## config.mk

```make
export PLATFORM = sky130hd
export DESIGN_NAME = line_position_pid_steer
export DESIGN_NICKNAME = d
export VERILOG_FILES = /design/src/rtl/lpps_pkg.sv /design/src/rtl/lpps_seq.sv /design/src/rtl/lpps_datapath.sv /design/src/rtl/line_position_pid_steer.sv
export SDC_FILE = /design/constraint.sdc
export NUM_CORES = 2
export LEC_CHECK = 0
export BUFFER_PORTS_ARGS = -buffer_cell sky130_fd_sc_hd__buf_2
export CORE_ASPECT_RATIO = 0.75
export CORE_MARGIN = 3
export CORE_UTILIZATION = 40
export DETAILED_ROUTE_END_ITERATION = 12
export SKIP_LAST_GASP = 1
export SYNTH_ARGS = -nofsm -noshare
export SYNTH_HDL_FRONTEND = slang
export SYNTH_SLANG_ARGS = --single-unit
```

## constraint.sdc

```tcl
create_clock -name clk_i -period 7.9 [get_ports clk_i]
set_clock_uncertainty 0.1 [all_clocks]
set_input_delay 0.395 -clock clk_i [delete_from_list [all_inputs] [get_ports clk_i]]
set_output_delay 0.395 -clock clk_i [all_outputs]
set_load 0.02 [all_outputs]
```

## src/rtl/lpps_pkg.sv

```systemverilog
// Shared types, constants, microcode and tables for line_position_pid_steer.
// No dependencies; every other RTL file but lpps_checker imports this package.
package lpps_pkg;

  localparam int unsigned SensorCount = 5;
  localparam int unsigned ErrW        = 12;  // table error, +-2000
  localparam int unsigned GainW       = 16;
  localparam int unsigned SpeedW      = 8;
  localparam int unsigned SumW        = 32;
  localparam int unsigned PrevW       = 16;
  localparam int unsigned DerivW      = 17;
  localparam int unsigned ProdW       = GainW + SumW;
  localparam int unsigned AccW        = ProdW + 1;
  localparam int unsigned CorrW       = 16;
  localparam int unsigned FracBits    = 12;  // Q4.12 gains
  localparam int unsigned StepW       = 3;
  localparam int unsigned Steps       = 8;
  localparam int unsigned CfgIdxW     = 3;
  localparam int unsigned CfgDataW    = 16;

  typedef enum logic [CfgIdxW-1:0] {
    REG_GAIN_P     = 3'd0,
    REG_GAIN_I     = 3'd1,
    REG_GAIN_D     = 3'd2,
    REG_BASE_SPEED = 3'd3,
    REG_SPEED_CAP  = 3'd4
  } cfg_reg_e;

  typedef enum logic [2:0] {
    OP_LOAD,
    OP_INTEG,
    OP_MUL_P,
    OP_MUL_I,
    OP_MUL_D,
    OP_ACC,
    OP_SCALE,
    OP_EMIT
  } op_e;

  typedef enum logic [1:0] {
    COND_NEXT,
    COND_WAIT_IN,
    COND_SKIP_HALT,
    COND_WAIT_OUT
  } cond_e;

  typedef struct packed {
    op_e              op;
    cond_e            cond;
    logic [StepW-1:0] target;
  } ucode_t;

  // Sequencer to datapath: which op, and whether it executes this cycle.
  typedef struct packed {
    op_e  op;
    logic go;
  } ctrl_t;

  // Datapath to sequencer.
  typedef struct packed {
    logic halt;
    logic out_free;
  } stat_t;

  localparam ucode_t UCODE [Steps] = '{
    '{op: OP_LOAD,  cond: COND_WAIT_IN,   target: 3'd0},
    '{op: OP_INTEG, cond: COND_SKIP_HALT, target: 3'd7},
    '{op: OP_MUL_P, cond: COND_NEXT,      target: 3'd0},
    '{op: OP_MUL_I, cond: COND_NEXT,      target: 3'd0},
    '{op: OP_MUL_D, cond: COND_NEXT,      target: 3'd0},
    '{op: OP_ACC,   cond: COND_NEXT,      target: 3'd0},
    '{op: OP_SCALE, cond: COND_NEXT,      target: 3'd0},
    '{op: OP_EMIT,  cond: COND_WAIT_OUT,  target: 3'd0}
  };

  // Line lost or all sensors black.
  function automatic logic sensor_halt(input logic [SensorCount-1:0] bits);
    return (bits == '0) || (bits == '1);
  endfunction

  // center - truncated weighted average of index*1000, per sensor pattern
  function automatic logic signed [ErrW-1:0] sensor_error(
    input logic [SensorCount-1:0] bits);
    logic signed [ErrW-1:0] e;
    case (bits)
      5'd1:    e = 12'sd2000;
      5'd2:    e = 12'sd1000;
      5'd3:    e = 12'sd1500;
      5'd4:    e = 12'sd0;
      5'd5:    e = 12'sd1000;
      5'd6:    e = 12'sd500;
      5'd7:    e = 12'sd1000;
      5'd8:    e = -12'sd1000;
      5'd9:    e = 12'sd500;
      5'd10:   e = 12'sd0;
      5'd11:   e = 12'sd667;
      5'd12:   e = -12'sd500;
      5'd13:   e = 12'sd334;
      5'd14:   e = 12'sd0;
      5'd15:   e = 12'sd500;
      5'd16:   e = -12'sd2000;
      5'd17:   e = 12'sd0;
      5'd18:   e = -12'sd500;
      5'd19:   e = 12'sd334;
      5'd20:   e = -12'sd1000;
      5'd21:   e = 12'sd0;
      5'd22:   e = -12'sd333;
      5'd23:   e = 12'sd250;
      5'd24:   e = -12'sd1500;
      5'd25:   e = -12'sd333;
      5'd26:   e = -12'sd666;
      5'd27:   e = 12'sd0;
      5'd28:   e = -12'sd1000;
      5'd29:   e = -12'sd250;
      5'd30:   e = -12'sd500;
      default: e = 12'sd0;  // halting patterns
    endcase
    return e;
  endfunction

endpackage

```

## src/rtl/lpps_seq.sv

```systemverilog
// Microcode sequencer: step counter, control ROM and jump logic.
// Depends on lpps_pkg.
module lpps_seq (
  input  logic           clk_i,
  input  logic           rst_ni,
  input  logic           in_valid_i,
  input  lpps_pkg::stat_t stat_i,
  output lpps_pkg::ctrl_t ctrl_o,
  output logic           in_ready_o
);
  import lpps_pkg::*;

  logic [StepW-1:0] pc_q, pc_d;
  ucode_t           word;
  logic             go;

  assign word = UCODE[pc_q];

  always_comb begin
    case (word.cond)
      COND_WAIT_IN:   go = in_valid_i;
      COND_SKIP_HALT: go = !stat_i.halt;
      COND_WAIT_OUT:  go = stat_i.out_free;
      default:        go = 1'b1;
    endcase
  end

  always_comb begin
    case (word.cond)
      COND_WAIT_IN:   pc_d = go ? pc_q + 3'd1 : pc_q;
      COND_SKIP_HALT: pc_d = go ? pc_q + 3'd1 : word.target;
      COND_WAIT_OUT:  pc_d = go ? word.target : pc_q;
      default:        pc_d = pc_q + 3'd1;
    endcase
  end

  always_ff @(posedge clk_i or negedge rst_ni) begin
    if (!rst_ni) begin
      pc_q <= '0;
    end else begin
      pc_q <= pc_d;
    end
  end

  assign ctrl_o.op   = word.op;
  assign ctrl_o.go   = go;
  assign in_ready_o  = (word.cond == COND_WAIT_IN);

endmodule

```

## src/rtl/lpps_datapath.sv

```systemverilog
// PID datapath: config registers, state, shared multiplier, accumulator,
// scaling, speed clamp and result register. Depends on lpps_pkg.
module lpps_datapath (
  input  logic                          clk_i,
  input  logic                          rst_ni,
  input  lpps_pkg::ctrl_t               ctrl_i,
  output lpps_pkg::stat_t               stat_o,
  input  logic                          cfg_valid_i,
  input  logic [lpps_pkg::CfgIdxW-1:0]  cfg_index_i,
  input  logic [lpps_pkg::CfgDataW-1:0] cfg_data_i,
  input  logic [4:0]                    sensor_bits_i,
  output logic                          out_valid_o,
  input  logic                          out_ready_i,
  output logic [7:0]                    left_speed_o,
  output logic [7:0]                    right_speed_o,
  output logic                          halted_o
);
  import lpps_pkg::*;

  logic signed [GainW-1:0]  gain_p_q, gain_i_q, gain_d_q;
  logic [SpeedW-1:0]        base_q, max_q;
  logic signed [SumW-1:0]   esum_q;
  logic signed [PrevW-1:0]  prev_q;
  logic signed [ErrW-1:0]   err_q;
  logic                     halt_q;
  logic signed [DerivW-1:0] deriv_q;
  logic signed [ProdW-1:0]  prod_q, prod_d;
  logic signed [AccW-1:0]   acc_q;
  logic signed [CorrW-1:0]  corr_q, corr_d;
  logic                     out_valid_q;
  logic [SpeedW-1:0]        left_q, right_q;
  logic                     halted_q;

  logic signed [GainW-1:0]  mul_a;
  logic signed [SumW-1:0]   mul_b;
  logic signed [SumW:0]     sum_wide;
  logic signed [SumW-1:0]   esum_d;
  logic signed [AccW-1:0]   biased;
  logic signed [AccW-FracBits-1:0] quo;
  logic signed [SpeedW+9:0] left_raw, right_raw;
  logic                     emit;

  function automatic logic [SpeedW-1:0] clamp_speed(
    input logic signed [SpeedW+9:0] v, input logic [SpeedW-1:0] hi);
    logic [SpeedW-1:0] r;
    if (v < 0) begin
      r = '0;
    end else if (v > $signed({10'd0, hi})) begin
      r = hi;
    end else begin
      r = v[SpeedW-1:0];
    end
    return r;
  endfunction

  // configuration
  always_ff @(posedge clk_i or negedge rst_ni) begin
    if (!rst_ni) begin
      gain_p_q <= 16'sd123;
      gain_i_q <= 16'sd0;
      gain_d_q <= 16'sd2048;
      base_q   <= 8'd150;
      max_q    <= 8'd255;
    end else if (cfg_valid_i) begin
      case (cfg_index_i)
        REG_GAIN_P:     gain_p_q <= cfg_data_i;
        REG_GAIN_I:     gain_i_q <= cfg_data_i;
        REG_GAIN_D:     gain_d_q <= cfg_data_i;
        REG_BASE_SPEED: base_q   <= cfg_data_i[SpeedW-1:0];
        REG_SPEED_CAP:  max_q    <= cfg_data_i[SpeedW-1:0];
        default: ;
      endcase
    end
  end

  // saturating integral
  always_comb begin
    sum_wide = (SumW+1)'(esum_q) + (SumW+1)'(err_q);
    if (sum_wide[SumW] != sum_wide[SumW-1]) begin
      esum_d = sum_wide[SumW] ? {1'b1, {(SumW-1){1'b0}}} : {1'b0, {(SumW-1){1'b1}}};
    end else begin
      esum_d = sum_wide[SumW-1:0];
    end
  end

  // PID state; written only for items that steer
  always_ff @(posedge clk_i or negedge rst_ni) begin
    if (!rst_ni) begin
      esum_q <= '0;
      prev_q <= '0;
    end else if (ctrl_i.op == OP_INTEG && ctrl_i.go) begin
      esum_q <= esum_d;
      prev_q <= PrevW'(err_q);
    end
  end

  // shared 16x32 multiplier operand select
  always_comb begin
    case (ctrl_i.op)
      OP_MUL_I: begin
        mul_a = gain_i_q;
        mul_b = esum_q;
      end
      OP_MUL_D: begin
        mul_a = gain_d_q;
        mul_b = SumW'(deriv_q);
      end
      default: begin
        mul_a = gain_p_q;
        mul_b = SumW'(err_q);
      end
    endcase
    prod_d = mul_a * mul_b;
  end

  // Q4.12 scale, truncating toward zero, then 16-bit saturation
  always_comb begin
    biased = acc_q + (acc_q[AccW-1] ? AccW'(4095) : AccW'(0));
    quo    = biased[AccW-1:FracBits];
    if (quo > (AccW-FracBits)'(32767)) begin
      corr_d = 16'sh7FFF;
    end else if (quo < -(AccW-FracBits)'(32768)) begin
      corr_d = 16'sh8000;
    end else begin
      corr_d = quo[CorrW-1:0];
    end
  end

  always_comb begin
    left_raw  = $signed({10'd0, base_q}) - (SpeedW+10)'(corr_q);
    right_raw = $signed({10'd0, base_q}) + (SpeedW+10)'(corr_q);
  end

  // working registers, no reset needed
  always_ff @(posedge clk_i) begin
    if (ctrl_i.op == OP_LOAD && ctrl_i.go) begin
      err_q  <= sensor_error(sensor_bits_i);
      halt_q <= sensor_halt(sensor_bits_i);
    end
    if (ctrl_i.op == OP_INTEG) begin
      deriv_q <= DerivW'(err_q) - DerivW'(prev_q);
    end
    if (ctrl_i.op == OP_MUL_P || ctrl_i.op == OP_MUL_I || ctrl_i.op == OP_MUL_D) begin
      prod_q <= prod_d;
    end
    case (ctrl_i.op)
      OP_MUL_I:          acc_q <= AccW'(prod_q);
      OP_MUL_D, OP_ACC:  acc_q <= acc_q + AccW'(prod_q);
      default: ;
    endcase
    if (ctrl_i.op == OP_SCALE) begin
      corr_q <= corr_d;
    end
  end

  assign emit = (ctrl_i.op == OP_EMIT) && ctrl_i.go;

  // result register
  always_ff @(posedge clk_i or negedge rst_ni) begin
    if (!rst_ni) begin
      out_valid_q <= 1'b0;
    end else if (emit) begin
      out_valid_q <= 1'b1;
    end else if (out_ready_i) begin
      out_valid_q <= 1'b0;
    end
  end

  always_ff @(posedge clk_i) begin
    if (emit) begin
      halted_q <= halt_q;
      left_q   <= halt_q ? '0 : clamp_speed(left_raw, max_q);
      right_q  <= halt_q ? '0 : clamp_speed(right_raw, max_q);
    end
  end

  assign stat_o.halt     = halt_q;
  assign stat_o.out_free = !out_valid_q || out_ready_i;
  assign out_valid_o     = out_valid_q;
  assign left_speed_o    = left_q;
  assign right_speed_o   = right_q;
  assign halted_o        = halted_q;

endmodule

```

## src/rtl/line_position_pid_steer.sv

```systemverilog
// Top level of the PID line-follower steering block: sequencer plus datapath.
// Depends on lpps_pkg, lpps_seq and lpps_datapath.
//
// Channel   Direction  Handshake              Payload
// in        sink       in_valid_i/in_ready_o  sensor_bits_i[4:0]
// out       source     out_valid_o/out_ready_i left_speed_o, right_speed_o, halted_o
// cfg       sink       cfg_valid_i/cfg_ready_o cfg_index_i[2:0], cfg_data_i[15:0]
//
// One item at a time. A steering item runs the whole 8-step microprogram:
// transfer in, then the remaining steps to a loaded result register (integral,
// three passes through the single shared 16x32 multiplier, accumulate,
// scale, emit). A halting item (no sensor or all sensors on the line)
// skips to the emit step. The next transfer in is taken right
// after the emit step, even while the result still waits.
// The emit step holds while the result register is full and not being
// taken. cfg is always ready; writes to unused indexes are dropped.
// Reset (async, active low) restores the register defaults and clears
// the integral and previous error.
module line_position_pid_steer (
  input  logic        clk_i,
  input  logic        rst_ni,
  input  logic        in_valid_i,
  output logic        in_ready_o,
  input  logic [4:0]  sensor_bits_i,
  output logic        out_valid_o,
  input  logic        out_ready_i,
  output logic [7:0]  left_speed_o,
  output logic [7:0]  right_speed_o,
  output logic        halted_o,
  input  logic        cfg_valid_i,
  output logic        cfg_ready_o,
  input  logic [lpps_pkg::CfgIdxW-1:0]  cfg_index_i,
  input  logic [lpps_pkg::CfgDataW-1:0] cfg_data_i
);
  import lpps_pkg::*;

  ctrl_t ctrl;
  stat_t stat;

  // config writes are never stalled
  assign cfg_ready_o = 1'b1;

  lpps_seq u_seq (
    .clk_i      (clk_i),
    .rst_ni     (rst_ni),
    .in_valid_i (in_valid_i),
    .stat_i     (stat),
    .ctrl_o     (ctrl),
    .in_ready_o (in_ready_o)
  );

  lpps_datapath u_dp (
    .clk_i         (clk_i),
    .rst_ni        (rst_ni),
    .ctrl_i        (ctrl),
    .stat_o        (stat),
    .cfg_valid_i   (cfg_valid_i),
    .cfg_index_i   (cfg_index_i),
    .cfg_data_i    (cfg_data_i),
    .sensor_bits_i (sensor_bits_i),
    .out_valid_o   (out_valid_o),
    .out_ready_i   (out_ready_i),
    .left_speed_o  (left_speed_o),
    .right_speed_o (right_speed_o),
    .halted_o      (halted_o)
  );

endmodule

```

==> impl_metrics.py <==
metrics = {
    "worst_hold_path": {
        "hold_depth": 3,
        "holdCritStartpoint": "cfg_data_i[7]",
        "whs_endpoint": "u_dp.max_q[7]",
        "hp-class": "input pin to flop",
    },
    "final_layout": {
        "fillers": 8500,
        "fin_nets": 5175,
        "final_layout_size_suffix_gt1_frac": 0.1578,
        "seqCellArea_um2": 7511,
        "multi_input_area_um2": 26170,
        "syn_to_final_growth_pct": 17.76,
        "fin_area_um2": 42550,
    },
    "critical_path": {
        "critical_path_class": "flop to flop",
        "r2r-end": "u_dp.prod_q[41]",
        "critPathBufInv": 10,
        "r2r_cells": 32,
        "cpMostUsedCell": "fa_1",
        "crit_path_max_incr_delay_ns": 0.58,
        "endpoint_kind": "flop",
        "worstPathArrival_ns": 8.00,
        "ff2ff_setup_slack_ns": 0.15,
        "cp.required_ns": 8.15,
        "cp.depth": 32,
        "crit_fanout": 5,
        "r2r-start": "u_seq.pc_q[1]",
        "crit_path_top_delay_cell": "fa_1",
        "path_delay_family": "adder cells",
        "cp-start-kind": "flop",
    },
    "global_routing": {
        "grt_pass1_vias": 28850,
        "grt_overflow": 0,
        "grt_max_degree": 71,
        "gr-usage-all-layers": 0.2129,
        "grt_pass1_wl_um": 159900,
        "antenna_found_initial": 1,
    },
    "timing": {
        "worst_pin_slew_ns": 1.071,
        "period_share": 0.9812,
        "hold_viol": 0,
        "drv_slew": 0,
        "setup-violations-final": 0,
        "slew_headroom": 0.2862,
        "finalCriticalPeriod_ns": 7.752,
        "fmax_mhz": 129.0,
        "fin_tns_setup_ns": 0,
        "rsz0062_at_grt": "yes",
    },
    "clocking": {
        "clkSlewWorstSetupHoldPaths_ns": 0.06,
        "root_buffer": "clkbuf_16",
        "cts_max_level": 1,
        "cts_buffers": 29,
        "clock_sinks": 268,
        "clkLatencyLatePin_ns": 0.62,
        "cts_tree": "done",
        "clock_path_buffers": 3,
    },
    "logic_synthesis": {
        "ys_ff_latch": 268,
        "syn_area_um2": 36140,
        "synth_seq_area_share": 0.2078,
        "synthCells": 4069,
        "yosysWarnings": 0,
        "async_flop_share": 0.4179,
        "synth_fp_nets": 4849,
        "synth_edf_count": 156,
        "ys.flop_type": "edfxtp_1",
        "syn_avg_cell_area_um2": 8.881,
        "ys_types": 92,
    },
    "floorplanning": {
        "start_util": 0.4075,
        "die_area_um2": 94020,
        "io_pins": 49,
        "die_w_um": 353.1,
        "die_h_um": 266.3,
        "coreArea_um2": 88680,
        "num_rows": 94,
    },
    "drt": {
        "drc": 0,
        "wire_per_inst_um": 18.09,
        "routed_wl_um": 101700,
        "via_per_inst": 5.196,
        "dr.pass1.iters": 5,
        "drtIter0Drc": 2508,
        "drtAntennaViolNets": 0,
        "num_vias": 29200,
    },
    "placement": {
        "dpl_cell_area_um2": 40200,
        "place.detailed.hpwl_um": 82160,
        "gp_congestion": 0.9302,
        "io_buffers": 47,
    },
    "run": {
        "maxCapViolCount": 0,
    },
    "run_status": {
        "outcome": "finished clean",
    },
}
worst max-delay path by stage:
stage	start	end	slack (ns)
2_1_floorplan	u_seq.pc_q[0]	u_dp.prod_q[47]	0.02
3_3_place_gp	u_seq.pc_q[0]	u_dp.prod_q[47]	-0.35
3_5_place_dp	u_seq.pc_q[0]	u_dp.prod_q[47]	-0.35
4_1_cts	u_seq.pc_q[0]	u_dp.prod_q[41]	0.001
5_1_grt	u_seq.pc_q[0]	u_dp.prod_q[47]	-0.14
6_report	u_seq.pc_q[1]	u_dp.prod_q[41]	0.15
Yosys cell counts (all sizes together) (6+ instances only):
master	count	area share
a2111oi	11	0.0039
a211o	6	0.0015
a211oi	13	0.0028
a21boi	19	0.0039
a21o	72	0.015
a21oi	184	0.025
a221oi	7	0.0017
a31oi	16	0.0028
and2	20	0.0035
and3	25	0.0044
and4	6	0.0015
buf	10	0.0014
clkbuf	129	0.013
dfrtp	93	0.064
dfstp	19	0.014
edfxtp	156	0.13
fa	491	0.27
ha	260	0.090
inv	696	0.072
maj3	31	0.0086
mux2	59	0.018
mux2i	22	0.0061
nand2	601	0.062
nand2b	19	0.0033
nand3	36	0.0050
nand4	29	0.0050
nor2	360	0.037
nor2b	21	0.0036
nor3	36	0.0050
nor3b	13	0.0027
nor4b	7	0.0021
o211ai	12	0.0025
o21a	53	0.011
o21ai	240	0.033
o21bai	23	0.0048
o22ai	16	0.0028
o31ai	20	0.0042
or2	6	0.0010
xnor2	94	0.023
xor2	55	0.013
cells in the final DEF, fill, tap and decap left out, types with 30 or more instances in the layout:
| master | n |
|---|---|
| nand2_1 | 588 |
| mux2_2 | 59 |
| xnor2_1 | 93 |
| clkbuf_16 | 39 |
| buf_2 | 47 |
| inv_1 | 689 |
| buf_4 | 310 |
| o21a_1 | 43 |
| o21ai_0 | 205 |
| ha_1 | 248 |
| a21oi_1 | 168 |
| xor2_1 | 55 |
| fa_1 | 483 |
| maj3_1 | 31 |
| nor2_1 | 348 |
| edfxtp_1 | 156 |
| buf_12 | 30 |
| a21o_1 | 68 |
| dfrtp_1 | 93 |
| nand3_1 | 36 |
| nor3_1 | 34 |
state kept, by name, summed over array words and instances, names as in the netlist:
register            flops
u_dp.halted_o           1
u_dp.gain_d_q          16
u_dp.right_speed_o      8
u_dp.halt_q             1
u_dp.err_q             12
u_dp.deriv_q           13
u_dp.acc_q             49
u_dp.prod_q            48
u_dp.max_q              8
u_dp.out_valid_o        1
u_dp.esum_q            32
u_dp.gain_i_q          16
u_dp.prev_q            12
u_dp.gain_p_q          16
u_dp.corr_q            16
u_dp.left_speed_o       8
u_seq.pc_q              3
u_dp.base_q             8
cells by family after synthesis:
group | synth area share
XOR/XNOR | 0.03611
AO/OA/AOI/OAI | 0.1322
flip-flops | 0.2078
AND/OR/NAND/NOR | 0.1408
buffers and inverters | 0.08718
adder cells (fa/ha/maj) | 0.3706
multiplexers | 0.02510
other | 0.0001038
worst reg2reg max path, delay by kind of cell (launching register included):
| family | cells | cell delay, ns |
|---|---|---|
| AO/OA/AOI/OAI | 6 | 0.88 |
| adder cells (fa/ha/maj) | 9 | 3.86 |
| buffers and inverters | 10 | 1.12 |
| flip-flops | 1 | 0.36 |
| AND/OR/NAND/NOR | 7 | 1.12 |
area by class of cell:
| type | count | share of cell area |
|---|---|---|
| diodes | 1 | 0.00005880 |
| flip-flops and latches | 268 | 0.1765 |
| well taps | 1200 | 0.03528 |
| multi-input cells | 2965 | 0.6150 |
| clock buffers | 45 | 0.02011 |
| clock inverters | 9 | 0.001676 |
| inverters | 697 | 0.06148 |
| repair buffers | 434 | 0.08988 |
routing by layer:
metal	global-route usage	part of all wire
met5	0	0.00018
met4	0.03802	0.020
met3	0.06036	0.093
met2	0.3029	0.40
met1	0.3234	0.49
what timing repair did:
action	CTS	global route
buffers inserted	0	39
endpoints found under the setup margin	11	15
endpoints found under the hold margin	91	0
hold buffers	16	0
pin swaps	4	45
resized for setup	19	139
gates cloned	0	11
metrics by stage:
stage / cells / utilization / hold slack, ns / worst slack [ns]
6_report: 5619 / 0.4799 / 0.05364 / 0.1481
3_3_place_gp: 5498 / 0.4533 / 0.3342 / -0.3454
5_1_grt: 5619 / 0.4799 / 0.03763 / -0.1449
3_5_place_dp: 5498 / 0.4533 / 0.3387 / -0.3451
4_1_cts: 5568 / 0.4664 / 0.001028 / 0.0009859
2_1_floorplan: 4069 / - / -0.0005911 / 0.02488
Power is left out: the tool's default activity adds up to more than one toggle a clock period on the data nets, which glitch-free logic cannot reach.
